[src/rtl/hcfd_pkg.sv]
`timescale 1ns / 1ps

package hcfd_pkg;

    localparam int MAX_HASHES      = 1024;
    localparam int MAX_FRAME_BYTES = 32800;

    localparam int HDR_BYTES = 32;
    localparam int CNT_W     = 16;
    localparam int HDR_AW    = $clog2(HDR_BYTES);
    localparam int HASH_W    = $clog2(MAX_HASHES + 1);
    localparam int CFG_AW    = 2;

    localparam logic [CNT_W-1:0] CNT_MAX = {CNT_W{1'b1}};

    localparam logic [7:0] MAGIC_0 = 8'h52;
    localparam logic [7:0] MAGIC_1 = 8'h47;
    localparam logic [7:0] MAGIC_2 = 8'h41;
    localparam logic [7:0] MAGIC_3 = 8'h31;
    localparam logic [7:0] VERSION = 8'd1;

    localparam int VER_POS   = 4;
    localparam int KIND_POS  = 5;
    localparam int RES_POS   = 6;
    localparam int ID_POS    = 8;
    localparam int CHUNK_POS = 24;
    localparam int COUNT_POS = 28;

    typedef enum logic [CFG_AW-1:0] {
        CFG_KIND_INVENTORY = 2'd0,
        CFG_KIND_RESET     = 2'd1,
        CFG_KIND_ADD       = 2'd2,
        CFG_KIND_REMOVE    = 2'd3
    } cfg_index_t;

    typedef enum logic [3:0] {
        ST_OK       = 4'd0,
        ST_SMALL    = 4'd1,
        ST_LARGE    = 4'd2,
        ST_MAGIC    = 4'd3,
        ST_VERSION  = 4'd4,
        ST_KIND     = 4'd5,
        ST_RESERVED = 4'd6,
        ST_COUNT    = 4'd7,
        ST_SIZE     = 4'd8
    } status_t;

    typedef struct packed {
        logic [1:0]  kind_index;
        logic [63:0] transfer_id_high;
        logic [63:0] transfer_id_low;
        logic [31:0] chunk_number;
        logic [31:0] hash_count;
        status_t     status;
    } summary_t;

    typedef struct packed {
        logic       has_payload;
        logic [7:0] payload_byte;
        logic       has_summary;
        summary_t   summary;
    } entry_t;

    typedef struct packed {
        logic       is_summary;
        logic [7:0] payload_byte;
        summary_t   summary;
        logic       last;
    } result_t;

endpackage

[src/rtl/hcfd_front.sv]
`timescale 1ns / 1ps

module hcfd_front
(
    input  logic                       clk,
    input  logic                       rst_n,
    input  logic                       in_valid,
    output logic                       in_stall,
    input  logic [7:0]                 data_byte,
    input  logic                       frame_end,
    input  logic                       cfg_write_en,
    input  logic [hcfd_pkg::CFG_AW-1:0] cfg_index,
    input  logic [7:0]                 cfg_data,
    input  logic                       q_full,
    output logic                       q_push,
    output hcfd_pkg::entry_t           q_entry
);
    import hcfd_pkg::*;

    logic [7:0]       kind_inv_reg;
    logic [7:0]       kind_rst_reg;
    logic [7:0]       kind_add_reg;
    logic [7:0]       kind_rem_reg;
    logic [CNT_W-1:0] cnt_reg;
    logic [CNT_W-1:0] cnt_next;
    logic [CNT_W-1:0] len;
    logic [7:0]       hdr_reg [HDR_BYTES];
    logic [7:0]       hdr_view [HDR_BYTES];
    logic             in_hdr;
    logic             accept;
    logic [1:0]       kidx;
    logic             kind_ok;
    logic [31:0]      count;
    logic [31:0]      size_exp;
    summary_t         sum;
    status_t          st;

    assign in_stall = q_full;
    assign accept   = in_valid && !q_full;
    assign in_hdr   = (cnt_reg < CNT_W'(HDR_BYTES));
    assign len      = (cnt_reg == CNT_MAX) ? cnt_reg : cnt_reg + 1'b1;

    always_ff @(posedge clk or negedge rst_n)
    begin
        if (!rst_n)
        begin
            kind_inv_reg <= 8'd0;
            kind_rst_reg <= 8'd1;
            kind_add_reg <= 8'd2;
            kind_rem_reg <= 8'd3;
        end
        else if (cfg_write_en)
        begin
            unique case (cfg_index_t'(cfg_index))
                CFG_KIND_INVENTORY: kind_inv_reg <= cfg_data;
                CFG_KIND_RESET:     kind_rst_reg <= cfg_data;
                CFG_KIND_ADD:       kind_add_reg <= cfg_data;
                CFG_KIND_REMOVE:    kind_rem_reg <= cfg_data;
                default:            kind_inv_reg <= kind_inv_reg;
            endcase
        end
    end

    always_comb
    begin
        cnt_next = cnt_reg;
        if (accept)
        begin
            cnt_next = frame_end ? '0 : len;
        end
    end

    always_ff @(posedge clk or negedge rst_n)
    begin
        if (!rst_n)
        begin
            cnt_reg <= '0;
        end
        else
        begin
            cnt_reg <= cnt_next;
        end
    end

    always_ff @(posedge clk)
    begin
        if (accept && in_hdr)
        begin
            hdr_reg[cnt_reg[HDR_AW-1:0]] <= data_byte;
        end
    end

    // fold in the byte being taken so a frame ending on the last header byte sees it
    always_comb
    begin
        for (int i = 0; i < HDR_BYTES; i++)
        begin
            hdr_view[i] = (in_hdr && cnt_reg[HDR_AW-1:0] == HDR_AW'(i)) ? data_byte
                                                                          : hdr_reg[i];
        end
    end

    always_comb
    begin
        sum     = '0;
        kidx    = 2'd0;
        kind_ok = 1'b1;
        count   = {hdr_view[COUNT_POS], hdr_view[COUNT_POS+1],
                   hdr_view[COUNT_POS+2], hdr_view[COUNT_POS+3]};
        size_exp = {{(32-HASH_W-5){1'b0}}, count[HASH_W-1:0], 5'b0} + 32'(HDR_BYTES);

        if (hdr_view[KIND_POS] == kind_inv_reg)      kidx = 2'd0;
        else if (hdr_view[KIND_POS] == kind_rst_reg) kidx = 2'd1;
        else if (hdr_view[KIND_POS] == kind_add_reg) kidx = 2'd2;
        else if (hdr_view[KIND_POS] == kind_rem_reg) kidx = 2'd3;
        else                                         kind_ok = 1'b0;

        if (len < CNT_W'(HDR_BYTES))
            st = ST_SMALL;
        else if (len > CNT_W'(MAX_FRAME_BYTES))
            st = ST_LARGE;
        else if (hdr_view[0] != MAGIC_0 || hdr_view[1] != MAGIC_1 ||
                 hdr_view[2] != MAGIC_2 || hdr_view[3] != MAGIC_3)
            st = ST_MAGIC;
        else if (hdr_view[VER_POS] != VERSION)
            st = ST_VERSION;
        else if (!kind_ok)
            st = ST_KIND;
        else if (hdr_view[RES_POS] != 8'd0 || hdr_view[RES_POS+1] != 8'd0)
            st = ST_RESERVED;
        else if (count > 32'(MAX_HASHES))
            st = ST_COUNT;
        else if ({{(32-CNT_W){1'b0}}, len} != size_exp)
            st = ST_SIZE;
        else
            st = ST_OK;

        sum.status = st;
        if (st != ST_SMALL)
        begin
            sum.kind_index = kidx;
            for (int k = 0; k < 8; k++)
            begin
                sum.transfer_id_high[63-8*k -: 8] = hdr_view[ID_POS+k];
                sum.transfer_id_low[63-8*k -: 8]  = hdr_view[ID_POS+8+k];
            end
            sum.chunk_number = {hdr_view[CHUNK_POS], hdr_view[CHUNK_POS+1],
                                hdr_view[CHUNK_POS+2], hdr_view[CHUNK_POS+3]};
            sum.hash_count   = count;
        end
    end

    // drop header bytes that do not end the frame: they yield no result
    assign q_push               = accept && (!in_hdr || frame_end);
    assign q_entry.has_payload  = !in_hdr;
    assign q_entry.payload_byte = data_byte;
    assign q_entry.has_summary  = frame_end;
    assign q_entry.summary      = sum;

endmodule

[src/rtl/hcfd_queue.sv]
`timescale 1ns / 1ps

module hcfd_queue
(
    input  logic             clk,
    input  logic             rst_n,
    input  logic             push,
    input  hcfd_pkg::entry_t push_entry,
    output logic             full,
    input  logic             pop,
    output logic             empty,
    output hcfd_pkg::entry_t head
);
    import hcfd_pkg::*;

    entry_t     slot_reg [2];
    logic       wr_ptr_reg;
    logic       wr_ptr_next;
    logic       rd_ptr_reg;
    logic       rd_ptr_next;
    logic [1:0] fill_reg;
    logic [1:0] fill_next;
    logic       do_push;
    logic       do_pop;

    assign full    = (fill_reg == 2'd2);
    assign empty   = (fill_reg == 2'd0);
    assign do_push = push && !full;
    assign do_pop  = pop && !empty;
    assign head    = slot_reg[rd_ptr_reg];

    always_comb
    begin
        wr_ptr_next = do_push ? !wr_ptr_reg : wr_ptr_reg;
        rd_ptr_next = do_pop ? !rd_ptr_reg : rd_ptr_reg;
        fill_next   = fill_reg + {1'b0, do_push} - {1'b0, do_pop};
    end

    always_ff @(posedge clk or negedge rst_n)
    begin
        if (!rst_n)
        begin
            wr_ptr_reg <= 1'b0;
            rd_ptr_reg <= 1'b0;
            fill_reg   <= 2'd0;
        end
        else
        begin
            wr_ptr_reg <= wr_ptr_next;
            rd_ptr_reg <= rd_ptr_next;
            fill_reg   <= fill_next;
        end
    end

    always_ff @(posedge clk)
    begin
        if (do_push)
        begin
            slot_reg[wr_ptr_reg] <= push_entry;
        end
    end

endmodule

[src/rtl/hcfd_back.sv]
`timescale 1ns / 1ps

module hcfd_back
(
    input  logic              clk,
    input  logic              rst_n,
    input  logic              q_empty,
    input  hcfd_pkg::entry_t  q_head,
    output logic              q_pop,
    output logic              out_valid,
    input  logic              out_stall,
    output hcfd_pkg::result_t out_item
);
    import hcfd_pkg::*;

    logic    valid_reg;
    logic    valid_next;
    logic    pend_reg;
    logic    pend_next;
    result_t item_reg;
    result_t item_next;
    logic    load_ok;

    assign load_ok = !valid_reg || !out_stall;

    always_comb
    begin
        valid_next = valid_reg;
        pend_next  = pend_reg;
        item_next  = item_reg;
        q_pop      = 1'b0;
        if (load_ok)
        begin
            valid_next = 1'b0;
            if (!q_empty)
            begin
                valid_next = 1'b1;
                item_next  = '0;
                if (q_head.has_payload && !pend_reg)
                begin
                    // send payload first, hold the entry if a summary follows
                    item_next.payload_byte = q_head.payload_byte;
                    item_next.last         = !q_head.has_summary;
                    pend_next              = q_head.has_summary;
                    q_pop                  = !q_head.has_summary;
                end
                else
                begin
                    item_next.is_summary = 1'b1;
                    item_next.summary    = q_head.summary;
                    item_next.last       = 1'b1;
                    pend_next            = 1'b0;
                    q_pop                = 1'b1;
                end
            end
        end
    end

    always_ff @(posedge clk or negedge rst_n)
    begin
        if (!rst_n)
        begin
            valid_reg <= 1'b0;
            pend_reg  <= 1'b0;
        end
        else
        begin
            valid_reg <= valid_next;
            pend_reg  <= pend_next;
        end
    end

    always_ff @(posedge clk)
    begin
        item_reg <= item_next;
    end

    assign out_valid = valid_reg;
    assign out_item  = item_reg;

endmodule

[src/rtl/hash_chunk_frame_decoder.sv]
`timescale 1ns / 1ps
// Channel  | Direction | Handshake            | Payload
// ---------+-----------+----------------------+---------------------------------------------
// in       | input     | in_valid / in_stall  | data_byte, frame_end
// out      | output    | out_valid / out_stall| is_summary, payload_byte, kind_index,
//          |           |                      | transfer_id_high/low, chunk_number,
//          |           |                      | hash_count, status, last
// cfg      | input     | cfg_write_en         | cfg_index, cfg_data
//
// One byte is taken per cycle while in_stall is low; each result leaves through the
// queue and the registered output stage. A payload byte that ends its frame yields
// two results, which the two-entry queue between the front and the output stage absorbs.
// Frame checks run in the cycle the final byte is taken.
// Reset clears the byte counter, the queue and the output stage; the header
// bytes are not cleared. in_stall rises while the queue is full.

module hash_chunk_frame_decoder
(
    input  logic                        clk,
    input  logic                        rst_n,
    input  logic                        in_valid,
    output logic                        in_stall,
    input  logic [7:0]                  data_byte,
    input  logic                        frame_end,
    input  logic                        cfg_write_en,
    input  logic [hcfd_pkg::CFG_AW-1:0] cfg_index,
    input  logic [7:0]                  cfg_data,
    output logic                        out_valid,
    input  logic                        out_stall,
    output logic                        is_summary,
    output logic [7:0]                  payload_byte,
    output logic [1:0]                  kind_index,
    output logic [63:0]                 transfer_id_high,
    output logic [63:0]                 transfer_id_low,
    output logic [31:0]                 chunk_number,
    output logic [31:0]                 hash_count,
    output logic [3:0]                  status,
    output logic                        last
);
    import hcfd_pkg::*;

    logic    q_full;
    logic    q_push;
    logic    q_empty;
    logic    q_pop;
    entry_t  q_in;
    entry_t  q_head;
    result_t item;

    hcfd_front u_front
    (
        .clk          (clk),
        .rst_n        (rst_n),
        .in_valid     (in_valid),
        .in_stall     (in_stall),
        .data_byte    (data_byte),
        .frame_end    (frame_end),
        .cfg_write_en (cfg_write_en),
        .cfg_index    (cfg_index),
        .cfg_data     (cfg_data),
        .q_full       (q_full),
        .q_push       (q_push),
        .q_entry      (q_in)
    );

    hcfd_queue u_queue
    (
        .clk        (clk),
        .rst_n      (rst_n),
        .push       (q_push),
        .push_entry (q_in),
        .full       (q_full),
        .pop        (q_pop),
        .empty      (q_empty),
        .head       (q_head)
    );

    hcfd_back u_back
    (
        .clk       (clk),
        .rst_n     (rst_n),
        .q_empty   (q_empty),
        .q_head    (q_head),
        .q_pop     (q_pop),
        .out_valid (out_valid),
        .out_stall (out_stall),
        .out_item  (item)
    );

    assign is_summary       = item.is_summary;
    assign payload_byte     = item.payload_byte;
    assign kind_index       = item.summary.kind_index;
    assign transfer_id_high = item.summary.transfer_id_high;
    assign transfer_id_low  = item.summary.transfer_id_low;
    assign chunk_number     = item.summary.chunk_number;
    assign hash_count       = item.summary.hash_count;
    assign status           = item.summary.status;
    assign last             = item.last;

endmodule
[config.mk]
export PLATFORM = sky130hd
export DESIGN_NAME = hash_chunk_frame_decoder
export DESIGN_NICKNAME = d
export VERILOG_FILES = /design/src/rtl/hcfd_pkg.sv /design/src/rtl/hcfd_front.sv /design/src/rtl/hcfd_queue.sv /design/src/rtl/hcfd_back.sv /design/src/rtl/hash_chunk_frame_decoder.sv
export SDC_FILE = /design/constraint.sdc
export NUM_CORES = 1
export LEC_CHECK = 0
export ABC_AREA = 1
export BUFFER_PORTS_ARGS = -buffer_cell sky130_fd_sc_hd__buf_2
export CAP_MARGIN = 20
export CORE_UTILIZATION = 61
export DETAILED_ROUTE_END_ITERATION = 16
export GPL_ROUTABILITY_DRIVEN = 0
export MAX_ROUTING_LAYER = met4
export PLACE_DENSITY = 0.8
export RECOVER_POWER = 100
export SYNTH_ARGS = -nofsm -noshare
export SYNTH_HDL_FRONTEND = slang
export SYNTH_HIERARCHICAL = 1
export SYNTH_SLANG_ARGS = --single-unit
[constraint.sdc]
create_clock -name clk -period 15.4 [get_ports clk]
set_input_delay 3.08 -clock clk [delete_from_list [all_inputs] [get_ports clk]]
set_output_delay 3.08 -clock clk [all_outputs]
set_load 0.01 [all_outputs]
==> results.py <==
metrics = {
    "clock_network": {
        "max-clock-path-buffers": 3,
        "clkSlewWorstSetupHoldPaths_ps": 60,
        "cts.repair.resized": 0,
        "clock_latency_ps": 650,
        "clock_tree.htree_level_count": 3,
        "ctsHoldBuffers": 0,
        "postCtsSetupRepairBufs": 0,
        "clock_sinks": 934,
        "cts_tree": "built",
        "clockRootBuffer": "sky130_fd_sc_hd__clkbuf_16",
        "total_cts_buffers": 90,
    },
    "timing": {
        "tightest_slew_ps": 4530,
        "grt_setup_unrepaired": "no",
        "period_share_pct": 61.2,
        "final.min_clock_period_ps": 9420,
        "setup_violations": 0,
        "slew_headroom_pct": -204,
        "slew_viol_final": 947,
        "skew_ps": 27.5,
        "timing_hold_violations_final": 0,
        "max_freq_ghz": 0.106,
        "setup_total_negative_slack_ps": 0,
    },
    "critical_path": {
        "startpoint_type": "register",
        "cp_max_fo": 76,
        "crit_required_ps": 15930,
        "critical_path_arrival_ps": 9950,
        "reg2reg_depth": 16,
        "endpoint_type_of_the_worst_setup_path": "register",
        "worst-setup-path-type": "register to register",
    },
    "floorplanning": {
        "die-height_um": 257,
        "initial_utilization_pct": 61.7,
        "rows": 93,
        "floorplan_die_area_um2": 66300,
        "core_area_um2": 64500,
        "num_io_pins": 234,
        "die_x_extent_um": 257,
    },
    "logic_synthesis": {
        "synthesis.area_per_instance_um2": 10.7,
        "post_synth_inst_count": 3733,
        "syn-cell-area_um2": 39800,
        "yosys_warns": 6,
        "ys_dominant_reg_cell": "sky130_fd_sc_hd__edfxtp_1",
        "synth_seq_cells": 934,
        "synth_nets": 3767,
        "synth_edf_count": 880,
        "synth.distinct_cells": 41,
        "synth.yosys.seq_area_share_pct": 69.8,
        "async_reset_ff_share_pct": 5.78,
    },
    "power": {
        "switchingPower_w": 0.00230,
        "seqPwrFrac_pct": 48.9,
        "report.power.total_w": 0.00740,
        "leakage_nw": 19.0,
        "power.share.clock_pct": 29.3,
        "combinationalPowerShare_pct": 21.9,
        "p_int_w": 0.00510,
        "power.share.switching_pct": 31.1,
        "power_density_nw_per_um2": 169,
        "irDropWorstVdd_mv": 0.149,
    },
    "drt": {
        "postRouteAntennaNets": 0,
        "drc_errors": 0,
        "route.final.wire_length_mm": 87.3,
        "vias_per_cell": 5.41,
        "detail_route.wl_per_cell_um": 18.0,
        "total_number_of_vias": 26300,
        "drt_first_iter_violations": 2680,
        "detail_route.first_pass.iterations": 6,
    },
    "global_routing": {
        "met2_usage_pct": 43.6,
        "first_global_vias": 25200,
        "use_met1_pct": 34.9,
        "grt_most_used_layer": "met2",
        "grt_usage_pct": 26.9,
        "maximum_number_of_pins_on_one_net_before_global_route_repair": 152,
        "grt_first_pass_wirelength_mm": 135,
        "grt_overflow": 0,
        "grt_antenna_before_repair": 0,
        "met3_usage_pct": 3.97,
    },
    "layout": {
        "layout-drive-gt1-share_pct": 5.29,
        "final_common_cell": "sky130_fd_sc_hd__nand2_1",
        "most_frequent_cells_in_the_layout": "sky130_fd_sc_hd__nand2_1 (1268), sky130_fd_sc_hd__edfxtp_1 (880), sky130_fd_sc_hd__inv_1 (523), sky130_fd_sc_hd__nor2_1 (329), sky130_fd_sc_hd__clkbuf_1 (256)",
        "num_antenna_cells": 0,
        "nets": 3967,
        "largest_reg_flops": 416,
        "area.growth.synth_to_final_pct": 10.1,
    },
    "placed_design": {
        "place_hpwl_mm": 52.4,
        "port_buffers": 233,
    },
    "run_status": {
        "violations": "capacitance limit, slew limit",
        "outcome": "finished with violations",
    },
    "worst_hold_path": {
        "hold_path_depth": 2,
        "hold_path.class": "register to register",
    },
    "flow_run": {
        "maxCapViolations": 23,
    },
}
## cell usage after synthesis, types with 5 or more instances
library cell | n | share of area, %
sky130_fd_sc_hd__nand2_1 | 1265 | 12
sky130_fd_sc_hd__edfxtp_1 | 880 | 66
sky130_fd_sc_hd__inv_1 | 525 | 5.0
sky130_fd_sc_hd__nor2_1 | 328 | 3.1
sky130_fd_sc_hd__o21ai_0 | 168 | 2.1
sky130_fd_sc_hd__nand3_1 | 107 | 1.3
sky130_fd_sc_hd__o21ai_1 | 56 | 0.70
sky130_fd_sc_hd__clkbuf_1 | 51 | 0.48
sky130_fd_sc_hd__dfrtp_1 | 50 | 3.1
sky130_fd_sc_hd__buf_2 | 47 | 0.59
sky130_fd_sc_hd__buf_6 | 36 | 1.0
sky130_fd_sc_hd__nand4_1 | 35 | 0.55
sky130_fd_sc_hd__buf_4 | 30 | 0.57
sky130_fd_sc_hd__nor4_1 | 15 | 0.24
sky130_fd_sc_hd__o22ai_1 | 14 | 0.22
sky130_fd_sc_hd__xor2_1 | 14 | 0.31
sky130_fd_sc_hd__inv_2 | 12 | 0.11
sky130_fd_sc_hd__nand3b_1 | 12 | 0.23
sky130_fd_sc_hd__nor3_1 | 11 | 0.14
sky130_fd_sc_hd__ha_1 | 10 | 0.31
sky130_fd_sc_hd__nor2_2 | 8 | 0.13
sky130_fd_sc_hd__or2_1 | 7 | 0.11
sky130_fd_sc_hd__a21oi_1 | 6 | 0.075
sky130_fd_sc_hd__nand2_2 | 6 | 0.094
sky130_fd_sc_hd__nand3_2 | 5 | 0.13
sky130_fd_sc_hd__xnor2_1 | 5 | 0.11
## logic make-up after synthesis
logic type / share of synthesized area, %
simple gates: 18.5
fa+ha+maj: 0.314
xor+xnor: 0.418
flops: 69.8
compound gates: 3.17
buf+inv: 7.76
## layout make-up
type | count | area [um2]
Inverter | 541 | 2040
Timing Repair Buffer | 272 | 1130
Multi-Input combinational cell | 2094 | 8910
Clock inverter | 57 | 512
Clock buffer | 109 | 2380
Tap cell | 855 | 1070
Fill cell | 4708 | 20600
Sequential cell | 934 | 27800
## worst max-delay path, cell delays in order, from the launching register on
cell and delay, ps:
sky130_fd_sc_hd__dfrtp_1 1710, sky130_fd_sc_hd__clkbuf_1 1230, sky130_fd_sc_hd__clkinvlp_2 2580, sky130_fd_sc_hd__nand2_1 440, sky130_fd_sc_hd__nand2_1 110, sky130_fd_sc_hd__nand2_1 320, sky130_fd_sc_hd__clkinvlp_2 1100, sky130_fd_sc_hd__buf_4 710
sky130_fd_sc_hd__a21oi_1 270, sky130_fd_sc_hd__nand2_1 100, sky130_fd_sc_hd__inv_1 70, sky130_fd_sc_hd__ha_1 220, sky130_fd_sc_hd__inv_1 60, sky130_fd_sc_hd__ha_1 150, sky130_fd_sc_hd__inv_1 40, sky130_fd_sc_hd__nand2_1 50
sky130_fd_sc_hd__nand2_1 50
## per-layer routing
metal	vias to the layer above	share of wire, %
met2	1276	49
met4	0	3.0
li1	12400	-
met3	187	8.7
met1	12400	39
met5	-	0
## final timing paths
path                                                      from                                   to  slack [ps]
worst min-delay path               u_back/pend_reg$_DFFE_PN0P_          u_back/pend_reg$_DFFE_PN0P_         500
max in group asynchronous                                rst_n       u_front/cnt_reg[9]$_DFFE_PN0P_       10180
min in group asynchronous                                rst_n  u_front/kind_inv_reg[1]$_DFFE_PN0P_        3520
worst max-delay path            u_queue/rd_ptr_reg$_DFFE_PN0P_        u_queue/fill_reg[1]$_DFF_PN0_        5980
worst max register to register  u_queue/rd_ptr_reg$_DFFE_PN0P_        u_queue/fill_reg[1]$_DFF_PN0_        5980
worst min register to register     u_back/pend_reg$_DFFE_PN0P_          u_back/pend_reg$_DFFE_PN0P_         500
## stage by stage
| stage | area [um2] | cells | hold WS (ps) | setup slack [ps] | utilization (%) |
|---|---|---|---|---|---|
| final | 43800 | 4862 | 496 | 5980 | 68.0 |
| after global routing | 43800 | 4862 | 508 | 5080 | 68.0 |
| after CTS | 44300 | 4859 | 494 | 9960 | 68.7 |
| after detailed placement | 41400 | 4693 | 479 | 9250 | 64.2 |
| after global placement | 41300 | 4692 | 461 | 9020 | 64.1 |
| after floorplan | 39800 | 3733 | 442 | 2000 | - |
## power by group through the flow
stage	registers, W	clock network, W	logic, W
final	0.00362	0.00217	0.00162
after global routing	0.00366	0.00229	0.00180
after CTS	0.00357	0.00219	0.00171
after detailed placement	0.00362	0	0.00170
after global placement	0.00362	0	0.00165
after floorplan	0.00383	0	0.000954
Note: power is estimated with default switching activity, not from simulation.
